[config.mk]
export PLATFORM = sky130hd
export DESIGN_NAME = hsl_to_rgb_pwm_compare
export DESIGN_NICKNAME = d
export VERILOG_FILES = /design/src/hsl_pkg.sv /design/src/hsl_to_rgb_pwm_compare.sv
export VERILOG_INCLUDE_DIRS = /design/src /design/src/src
export SDC_FILE = /design/constraint.sdc
export NUM_CORES = 2
export LEC_CHECK = 0
export BUFFER_PORTS_ARGS = -buffer_cell sky130_fd_sc_hd__buf_2
export CAP_MARGIN = 20
export CORE_MARGIN = 8
export CORE_UTILIZATION = 60
export DETAILED_ROUTE_END_ITERATION = 8
export GPL_TIMING_DRIVEN = 1
export PLACE_DENSITY = 0.77
export SLEW_MARGIN = 15
export SYNTH_ARGS = -nofsm -noshare
export SYNTH_HDL_FRONTEND = slang
export SYNTH_SLANG_ARGS = --single-unit
[constraint.sdc]
create_clock -name clock -period 11.6 [get_ports clock]
set_clock_uncertainty 0.05 [all_clocks]
set_input_delay 1.16 -clock clock [delete_from_list [all_inputs] [get_ports clock]]
set_output_delay 1.16 -clock clock [all_outputs]
set_load 0.005 [all_outputs]
[src/assert_macros.svh]
// Assertion macros for the RTL file of the colour converter.
// Each macro samples on the rising edge of clock and is disabled in reset.
`ifndef ASSERT_MACROS_SVH
`define ASSERT_MACROS_SVH

// Same-cycle implication: whenever cond holds, expr holds.
`define ASSERT_IMP(lbl, cond, expr) \
   lbl: assert property (@(posedge clock) disable iff (reset) (cond) |-> (expr)) \
      else $error("assertion failed: implication");

// Next-cycle implication: whenever cond holds, expr holds in the next cycle.
`define ASSERT_NEXT(lbl, cond, expr) \
   lbl: assert property (@(posedge clock) disable iff (reset) (cond) |=> (expr)) \
      else $error("assertion failed: next-cycle implication");

`endif

[src/hsl_pkg.sv]
// Constants and sector codes for the HSL to RGB / PWM compare pipeline.
// No dependencies.
package hsl_pkg;

   // Fixed point one, Q1.20
   localparam logic [20:0] FX_ONE      = 21'd1048576;
   // Hue saturates at 360 degrees
   localparam logic [28:0] HUE_MAX     = 29'd377487360;
   // round(2^20 / 60)
   localparam logic [14:0] RECIP_60    = 15'd17476;
   // Reset value of the PWM load and the scale derived from it
   localparam logic [15:0] LOAD_RESET  = 16'd10000;
   localparam logic [15:0] SCALE_RESET = LOAD_RESET - 16'd1;
   // Largest channel intensity
   localparam logic [7:0]  CHAN_MAX    = 8'd255;

   // Hue sectors of sixty degrees each
   localparam logic [2:0] SECTOR_0 = 3'd0;
   localparam logic [2:0] SECTOR_1 = 3'd1;
   localparam logic [2:0] SECTOR_2 = 3'd2;
   localparam logic [2:0] SECTOR_3 = 3'd3;
   localparam logic [2:0] SECTOR_4 = 3'd4;
   localparam logic [2:0] SECTOR_5 = 3'd5;

endpackage

[src/hsl_to_rgb_pwm_compare.sv]
// HSL to RGB conversion with PWM compare scaling, six-stage pipeline.
// Each accepted input beat is registered in stages 1 to 6 in turn; the result beat leaves stage 6.
// Throughput: one colour per cycle when not stalled; bubbles collapse, a result stall holds only full stages.
// Long paths: one 16x16 multiply per stage (chroma, X), then *255 and *scale.
// Reset (synchronous, active high) empties the pipeline and sets the scale for pwm_load = 10000 (scale 9999).
// Depends on hsl_pkg and assert_macros.svh.
`include "assert_macros.svh"

module hsl_to_rgb_pwm_compare (
   input  logic        clock,
   input  logic        reset,
   // input channel
   input  logic        req_valid,
   output logic        req_stall,
   input  logic [28:0] req_hue,
   input  logic [20:0] req_saturation,
   input  logic [20:0] req_lightness,
   // result channel
   output logic        rsp_valid,
   input  logic        rsp_stall,
   output logic [7:0]  rsp_red,
   output logic [7:0]  rsp_green,
   output logic [7:0]  rsp_blue,
   output logic [15:0] rsp_red_compare,
   output logic [15:0] rsp_green_compare,
   output logic [15:0] rsp_blue_compare,
   // configuration
   input  logic        csr_wr_en,
   input  logic [15:0] csr_wr_data
);

   // ---------------------------------------------------------------
   // Configuration: keep load-1 (zero for a load of zero)
   // ---------------------------------------------------------------
   logic [15:0] scale_ff;
   logic [15:0] scale_in;

   assign scale_in = (csr_wr_data == 16'd0) ? 16'd0 : csr_wr_data - 16'd1;

   always_ff @(posedge clock) begin
      if (reset) begin
         scale_ff <= hsl_pkg::SCALE_RESET;
      end else if (csr_wr_en) begin
         scale_ff <= scale_in;
      end
   end

   // ---------------------------------------------------------------
   // Stage valids and enables; a stage advances when empty or when
   // the stage after it advances
   // ---------------------------------------------------------------
   logic [6:1] valid_ff;
   logic [6:1] stage_en;

   always_comb begin
      stage_en[6] = !valid_ff[6] || !rsp_stall;
      for (int k = 5; k >= 1; k--) begin
         stage_en[k] = !valid_ff[k] || stage_en[k+1];
      end
   end

   assign req_stall = !stage_en[1];
   assign rsp_valid = valid_ff[6];

   always_ff @(posedge clock) begin
      if (reset) begin
         valid_ff <= '0;
      end else begin
         if (stage_en[1]) begin
            valid_ff[1] <= req_valid;
         end
         for (int k = 2; k <= 6; k++) begin
            if (stage_en[k]) begin
               valid_ff[k] <= valid_ff[k-1];
            end
         end
      end
   end

   // ---------------------------------------------------------------
   // Stage 1: saturate inputs, lightness term (ONE-|2L-ONE|)>>5
   // ---------------------------------------------------------------
   logic [28:0] hue_sat;
   logic [20:0] sat_sat;
   logic [20:0] light_sat;
   logic [21:0] light_twice;
   logic [21:0] light_dev;
   logic [21:0] light_rem;
   logic [13:0] h15_ff;
   logic [15:0] s5_ff;
   logic [15:0] lterm_ff;
   logic [20:0] l1_ff;

   always_comb begin
      hue_sat     = (req_hue > hsl_pkg::HUE_MAX) ? hsl_pkg::HUE_MAX : req_hue;
      sat_sat     = (req_saturation > hsl_pkg::FX_ONE) ? hsl_pkg::FX_ONE : req_saturation;
      light_sat   = (req_lightness > hsl_pkg::FX_ONE) ? hsl_pkg::FX_ONE : req_lightness;
      light_twice = {light_sat, 1'b0};
      light_dev   = (light_twice >= 22'(hsl_pkg::FX_ONE)) ?
                    light_twice - 22'(hsl_pkg::FX_ONE) :
                    22'(hsl_pkg::FX_ONE) - light_twice;
      light_rem   = 22'(hsl_pkg::FX_ONE) - light_dev;
   end

   always_ff @(posedge clock) begin
      if (stage_en[1]) begin
         h15_ff   <= hue_sat[28:15];
         s5_ff    <= sat_sat[20:5];
         lterm_ff <= light_rem[20:5];
         l1_ff    <= light_sat;
      end
   end

   // ---------------------------------------------------------------
   // Stage 2: chroma and hue fraction products
   // ---------------------------------------------------------------
   logic [31:0] chroma_prod;
   logic [28:0] hue_prod;
   logic [20:0] c2_ff;
   logic [22:0] hf2_ff;
   logic [20:0] l2_ff;

   assign chroma_prod = 32'(lterm_ff) * 32'(s5_ff);
   assign hue_prod    = 29'(h15_ff) * 29'(hsl_pkg::RECIP_60);

   always_ff @(posedge clock) begin
      if (stage_en[2]) begin
         c2_ff  <= chroma_prod[30:10];
         hf2_ff <= hue_prod[27:5];
         l2_ff  <= l1_ff;
      end
   end

   // ---------------------------------------------------------------
   // Stage 3: X factor, sector (six and seven fold to zero) and m = L - C/2
   // ---------------------------------------------------------------
   logic [20:0] frac_md;
   logic [20:0] frac_dev;
   logic [20:0] frac_rem;
   logic [2:0]  sector_raw;
   logic [2:0]  sector_in;
   logic [15:0] xf3_ff;
   logic [15:0] c5_3_ff;
   logic [20:0] c3_ff;
   logic signed [21:0] m3_ff;
   logic [2:0]  sec3_ff;
   logic signed [21:0] m_in;

   always_comb begin
      frac_md    = hf2_ff[20:0];
      frac_dev   = (frac_md >= hsl_pkg::FX_ONE) ? frac_md - hsl_pkg::FX_ONE :
                   hsl_pkg::FX_ONE - frac_md;
      frac_rem   = hsl_pkg::FX_ONE - frac_dev;
      sector_raw = hf2_ff[22:20];
      sector_in  = (sector_raw > hsl_pkg::SECTOR_5) ? hsl_pkg::SECTOR_0 : sector_raw;
      m_in       = $signed({1'b0, l2_ff}) - $signed({2'b00, c2_ff[20:1]});
   end

   always_ff @(posedge clock) begin
      if (stage_en[3]) begin
         xf3_ff  <= frac_rem[20:5];
         c5_3_ff <= c2_ff[20:5];
         c3_ff   <= c2_ff;
         m3_ff   <= m_in;
         sec3_ff <= sector_in;
      end
   end

   // ---------------------------------------------------------------
   // Stage 4: X = (C>>5) * factor >> 10
   // ---------------------------------------------------------------
   logic [31:0] x_prod;
   logic [20:0] x4_ff;
   logic [20:0] c4_ff;
   logic signed [21:0] m4_ff;
   logic [2:0]  sec4_ff;

   assign x_prod = 32'(c5_3_ff) * 32'(xf3_ff);

   always_ff @(posedge clock) begin
      if (stage_en[4]) begin
         x4_ff   <= x_prod[30:10];
         c4_ff   <= c3_ff;
         m4_ff   <= m3_ff;
         sec4_ff <= sec3_ff;
      end
   end

   // ---------------------------------------------------------------
   // Stage 5: sector pattern, add m, scale by 255
   // ---------------------------------------------------------------
   logic [20:0] part [3];
   logic signed [22:0] part_sum [3];
   logic signed [30:0] v5_in [3];
   logic signed [30:0] v5_ff [3];

   always_comb begin
      case (sec4_ff)
         hsl_pkg::SECTOR_1: begin
            part[0] = x4_ff; part[1] = c4_ff; part[2] = '0;
         end
         hsl_pkg::SECTOR_2: begin
            part[0] = '0;    part[1] = c4_ff; part[2] = x4_ff;
         end
         hsl_pkg::SECTOR_3: begin
            part[0] = '0;    part[1] = x4_ff; part[2] = c4_ff;
         end
         hsl_pkg::SECTOR_4: begin
            part[0] = x4_ff; part[1] = '0;    part[2] = c4_ff;
         end
         hsl_pkg::SECTOR_5: begin
            part[0] = c4_ff; part[1] = '0;    part[2] = x4_ff;
         end
         default: begin
            part[0] = c4_ff; part[1] = x4_ff; part[2] = '0;
         end
      endcase
      for (int k = 0; k < 3; k++) begin
         part_sum[k] = $signed({2'b00, part[k]}) + $signed({m4_ff[21], m4_ff});
         v5_in[k]    = $signed({{8{part_sum[k][22]}}, part_sum[k]}) * 31'sd255;
      end
   end

   always_ff @(posedge clock) begin
      if (stage_en[5]) begin
         for (int k = 0; k < 3; k++) begin
            v5_ff[k] <= v5_in[k];
         end
      end
   end

   // ---------------------------------------------------------------
   // Stage 6: clamp to 0..255, compare = chan * (load-1) / 256
   // ---------------------------------------------------------------
   logic [10:0] chan_shift [3];
   logic [7:0]  chan_in [3];
   logic [23:0] cmp_prod [3];
   logic [7:0]  chan_ff [3];
   logic [15:0] cmp_ff [3];

   always_comb begin
      for (int k = 0; k < 3; k++) begin
         chan_shift[k] = v5_ff[k][30:20];
         if (v5_ff[k][30]) begin
            chan_in[k] = '0;
         end else if (chan_shift[k] > 11'(hsl_pkg::CHAN_MAX)) begin
            chan_in[k] = hsl_pkg::CHAN_MAX;
         end else begin
            chan_in[k] = chan_shift[k][7:0];
         end
         cmp_prod[k] = 24'(chan_in[k]) * 24'(scale_ff);
      end
   end

   always_ff @(posedge clock) begin
      if (stage_en[6]) begin
         for (int k = 0; k < 3; k++) begin
            chan_ff[k] <= chan_in[k];
            cmp_ff[k]  <= cmp_prod[k][23:8];
         end
      end
   end

   assign rsp_red           = chan_ff[0];
   assign rsp_green         = chan_ff[1];
   assign rsp_blue          = chan_ff[2];
   assign rsp_red_compare   = cmp_ff[0];
   assign rsp_green_compare = cmp_ff[1];
   assign rsp_blue_compare  = cmp_ff[2];

   // ---------------------------------------------------------------
   // Assertions
   // ---------------------------------------------------------------
   `ASSERT_NEXT(a_accept_fills_stage1, req_valid && !req_stall, valid_ff[1])
   `ASSERT_IMP(a_full_stall_backs_up, (&valid_ff) && rsp_stall, req_stall)
   `ASSERT_IMP(a_sector_repaired, valid_ff[3], sec3_ff <= hsl_pkg::SECTOR_5)
   `ASSERT_IMP(a_dark_red_zero_cmp, rsp_valid && (rsp_red == 8'd0), rsp_red_compare == 16'd0)

endmodule
Word-level counts from Yosys, hierarchy flattened
Memories as Yosys holds them, arrays and structs flattened.
Index checks and enable logic that the tools add are counted.
{ "classes": {"n_eq_ne": 5, "reduce_logical": 15, "n_addsub": 11, "mul": 9, "n_mux": 15, "magnitude_cmp": 9} }
{ "op_table": {"columns": ["cell", "n"], "rows": [
  ["one-hot mux 63 bit (5 select lines)", 1],
  ["multiplier 23 x 9 -> 31 bit (second input constant)", 3],
  ["subtractor 21 bit (first input constant)", 4],
  ["multiplier 8 x 16 -> 24 bit", 3],
  ["adder 22 x 22 -> 23 bit", 3],
  ["two-way mux 21 bit", 3],
  ["multiplier 16 x 16 -> 31 bit", 2],
  ["two-way mux 8 bit", 6],
  ["> comparator 21 bit (second input constant)", 2],
  ["subtractor 21 bit (second input constant)", 2],
  ["> comparator 11 x 8 -> 1 bit (second input constant)", 3],
  ["> comparator 29 bit (second input constant)", 1],
  ["multiplier 14 x 13 -> 26 bit (second input constant)", 1],
  [">= comparator 22 x 21 -> 1 bit (second input constant)", 1],
  ["subtractor 21 x 20 -> 22 bit", 1],
  [">= comparator 21 bit (second input constant)", 1],
  ["logical NOT 16 bit", 1],
  ["two-way mux 16 bit", 1],
  ["subtractor 16 x 1 -> 16 bit (second input constant)", 1],
  ["logical NOT 1 bit", 8],
  ["equality test 3 x 2 -> 1 bit (second input constant)", 2],
  ["equality test 3 bit (second input constant)", 2],
  ["logical OR 1 bit", 6],
  ["two-way mux 1 bit", 4],
  ["2 further kinds", 2]
]} }
{ "totals": {"mem_count": 3, "wordCells": 90, "inputBits": 92, "out_inout_bits": 74, "register_bits": 299, "mem_bits_rw": 165} }
{ "memory_table": {"columns": ["name", "words", "word_bits", "read_ports", "rd_clocked_by_memory_dff", "wr", "line", "text"], "rows": [
  ["v5_ff", 3, 31, 3, 0, 3, "hsl_to_rgb_pwm_compare.sv:195", "logic signed [30:0] v5_ff [3];"],
  ["cmp_ff", 3, 16, 3, 0, 3, "hsl_to_rgb_pwm_compare.sv:239", "logic [15:0] cmp_ff [3];"],
  ["chan_ff", 3, 8, 3, 0, 3, "hsl_to_rgb_pwm_compare.sv:238", "logic [7:0] chan_ff [3];"]
]} }

Depth between registers and ports, before layout
{ "logic_depth": {"ltp_word": 8, "mapped_depth": 34, "depth_no_buf": 33} }

Worst setup path before layout
No wires, ideal clock.
{ "synth_timing": {"kind": "register to register", "startpoint": "register sec4_ff[0]", "endpoint": "memory v5_ff[1][30], in the netlist v5_ff[0][61], data pin", "n_path_buf": 2, "setup_ns": 0.279, "required_ns": 11.271, "arrival_time_ns": 7.977, "path_stages_with_launch": 34, "setup_slack_ns": 3.294, "synth_period_minus_slack_ns": 8.306, "path_cell_list": "edfxtp_1 > clkbuf_1 > nor2_1 > xor2_1 > clkbuf_1 > a22o_1 > ha_1 > inv_1 > fa_1 > nand3b_1 > a21oi_1 > o22ai_1 > o211ai_1 > nor2_1 > xnor2_1 > xnor2_1 > xor2_1 > fa_1 > inv_1 > fa_1 > inv_1 > fa_1 > inv_1 > ha_1 > a211oi_1 > nand2_1 > nor4_1 > o311ai_0 > a41oi_1 > o21ai_0 > o41ai_1 > nor2_1 > a2111oi_0 > xor2_1"} }
{ "synth_rtl": {"columns": ["element", "line", "text"], "rows": [
  ["start, declared", "hsl_to_rgb_pwm_compare.sv:176", "logic [2:0] sec4_ff;"],
  ["start signal, assigned", "hsl_to_rgb_pwm_compare.sv:185", "sec4_ff <= sec3_ff;"],
  ["end, declared", "hsl_to_rgb_pwm_compare.sv:195", null]
]} }

==> key figures <==
Floorplanning
  – Die area: 108900 um^2
  – Die Height: 330.1 um
  – Site row count: 115
  – Num ports: 166
  – Core area: 98130 um^2
  – Initial Utilization: 60.31%
  – Die span in x: 330.1 um

Detailed routing
  – DRT iter0 DRCs: 2484
  – Total wire length: 132100 um
  – Residual DRC count: 0
  – Vias: 42064
  – First drt pass iteration count: 5
  – Detail Route Antenna Nets: 0
  – WL/cell: 17.34 um
  – Routed vias/inst: 5.524

Place
  – RD Place Congestion: 0.9120
  – Setup WS pre-CTS: 2.330 ns
  – Detailed Place HPWL: 105000 um
  – IO buf count: 165
  – Instance area at placement: 61410 um^2
  – Dpl cells: 7527

Finish
  – Final cell count without fillers: 7615
  – Ant. Diodes: 0
  – Area of the multi-input gates: 41940 um^2
  – FILL cells: 7806
  – P&R area growth vs syn: 6.601%
  – Fin area: 63090 um^2
  – Layout cells sized above 1: 5.484%
  – FF/Latch Area: 11430 um^2
  – Nets: 7912

Min path
  – Hold EP: m4_ff[19]$_DFFE_PP_
  – Hold depth: 0
  – Worst hold path type: flip-flop to flip-flop
  – HP Start: m3_ff[19]$_DFFE_PP_

Yosys
  – Sequential share of the synthesized area: 19.32%
  – Largest area contributor in the netlist: fa_1
  – Async S/R FF share, synth: 0%
  – Area contributors post-synth: fa_1 (31%), edfxtp_1 (19%), ha_1 (13%), inv_1 (8.8%), nand2_1 (4.3%)
  – Cell count after synthesis: 6185
  – FF+latch count, synth: 388
  – EDFF count, synth: 366
  – Syn Nets: 7806
  – Count leader, synth: inv_1
  – Post-synth top flop: edfxtp_1
  – Synthesized area: 59180 um^2
  – Distinct cells, synth: 90
  – Syn_area_per_cell: 9.568 um^2
  – Synth Warn #: 0
  – Synth top cells by count: inv_1 (1388), fa_1 (924), nand2_1 (684), ha_1 (605), and2_1 (402)
  – Post-synth top area share: 31.26%

STA
  – Aggregate negative setup slack: 0 ns
  – Fin crit share: 81.19%
  – Final min period: 9.418 ns
  – Worst Max-Slew Pin Slew: 1.130 ns
  – Max-slew violation count: 0
  – F_max: 106.2 MHz
  – Slew HR: 24.54%
  – Setup Viol. Count Final: 0
  – Final WS setup: 2.182 ns
  – RSZ-0062 raised after global routing: false
  – Final Hold Viols: 0

Clock network
  – Post-CTS setup buffers: 0
  – Worst-path clk slew: 0.06 ns
  – Post-cts repair resize count: 0
  – H-Tree Depth: 2
  – Number of buffers on the longest clock path: 3
  – CTS root buf: clkbuf_16
  – CTS tree: built
  – Clock sinks: 388
  – Cts hold-fix bufs: 0
  – TritonCTS buffer count: 45
  – Clk Latency, worst-skew pair: 0.64 ns

Critical path
  – Critical Path AT: 9.69 ns
  – Worst path top cell family by delay: compound AO/OA/AOI/OAI gates
  – Count of buffer and inverter cells on the critical path: 5
  – Startpoint types: flip-flop
  – Slowest CP cell: a2111oi_0
  – Worst R2R End: v5_ff[0][30]$_DFFE_PP_
  – Cells on worst reg2reg path: 31
  – Levels on crit path: 31
  – Crit path required time: 11.87 ns
  – Endpoint type of the worst setup path: flip-flop
  – Worst stage delay on the critical path: 0.65 ns
  – Critical R2R Launch: sec4_ff[0]$_DFFE_PP_
  – Worst R2R Setup Slack: 2.18 ns
  – Worst Path Max Fanout: 21
  – Crit Path Category: flip-flop to flip-flop

Global route
  – Initial antenna violation count: 2
  – Total congestion overflow: 0
  – GRT Resource Usage Total: 24.79%
  – First-pass GRT wire length: 221000 um
  – Number of global-route vias before repair: 45051
  – Largest net degree at the start of global routing: 73

Run
  – Max-Cap Viols: 0

Status
  – Status: completed
## cells by family (layout without fill, tap and decap cells)
| family | count (synthesis) | in the layout | share of synthesized area, % |
|---|---|---|---|
| and+or+nand+nor | 1724 | 1724 | 14.11 |
| buffers and inverters | 1551 | 1694 | 9.857 |
| adders and majority gates | 1537 | 1537 | 44.18 |
| AOI/OAI and AO/OA | 618 | 618 | 7.055 |
| DFF | 388 | 388 | 19.32 |
| xor gates and xnor gates | 359 | 359 | 5.339 |
| muxes | 8 | 8 | 0.1353 |
## how the worst max path moves through the flow
stage / start / end / slack, ns
floorplan: sec4_ff[0]$_DFFE_PP_ / v5_ff[0][61]$_DFFE_PP_ / 3.29
global placement: sec4_ff[0]$_DFFE_PP_ / v5_ff[0][30]$_DFFE_PP_ / 2.62
detailed placement: sec4_ff[0]$_DFFE_PP_ / v5_ff[0][30]$_DFFE_PP_ / 2.33
CTS: sec4_ff[0]$_DFFE_PP_ / v5_ff[0][30]$_DFFE_PP_ / 2.24
global route: sec4_ff[0]$_DFFE_PP_ / v5_ff[0][61]$_DFFE_PP_ / 1.54
finish: sec4_ff[0]$_DFFE_PP_ / v5_ff[0][30]$_DFFE_PP_ / 2.18
## area by class of cell
| cell class | count | share of cell area [%] |
|---|---|---|
| Sequential cell | 388 | 18.12 |
| Multi-Input combinational cell | 4246 | 66.49 |
| Clock inverter | 32 | 0.7477 |
| Clock buffer | 52 | 1.827 |
| Tap cell | 1287 | 2.553 |
| Timing Repair Buffer | 221 | 2.003 |
| Inverter | 1389 | 8.265 |
## stage by stage
| stage | hold WS [ns] | utilization [%] |
|---|---|---|
| 3_5_place_dp | 0.3545 | 62.58 |
| 6_report | 0.3393 | 64.29 |
| 4_1_cts | 0.3333 | 64.24 |
| 5_1_grt | 0.3396 | 64.29 |
| 2_1_floorplan | 0.3503 | - |
| 3_3_place_gp | 0.3511 | 62.57 |
## worst register-to-register path: cells and delay by family, from the launching register on
kind	cells	cell delay, ns
xor+xnor	5	1.52
compound gates	10	3.18
flops	1	0.52
buf+inv	5	0.50
fa+ha+maj	6	2.41
simple gates	5	0.94
## layout by cell type (no fill, tap or decap), types with 112 or more instances in the layout
| cell | count |
|---|---|
| inv_1 | 1387 |
| fa_1 | 924 |
| nand2_1 | 681 |
| ha_1 | 605 |
| and2_1 | 402 |
| edfxtp_1 | 366 |
| nor2_1 | 259 |
| xnor2_1 | 245 |
| buf_2 | 166 |
| a21oi_1 | 159 |
| o21ai_0 | 121 |
| xor2_1 | 112 |
## flip-flops by register name (all words and copies together), names as in the netlist, 5 cells and up
signal,flops
xf3_ff,16
chan_ff,24
cmp_ff,48
scale_ff,16
hf2_ff,23
m3_ff,22
c2_ff,21
h15_ff,14
c5_3_ff,16
lterm_ff,16
m4_ff,22
l1_ff,21
l2_ff,21
s5_ff,16
valid_ff,6
v5_ff,33
c3_ff,5
c4_ff,21
x4_ff,21
## routing by layer
metal	global-route usage, %	vias to the layer above	part of all wire (%)
met5	0	-	0.0098
met4	6.851	2	2.8
met3	3.315	295	6.1
met2	44.56	1326	50
met1	31.33	20879	41
li1	-	19562	-
Power is not shown: default switching activity piles up to over one toggle a cycle in this logic, so the estimate is an artifact.
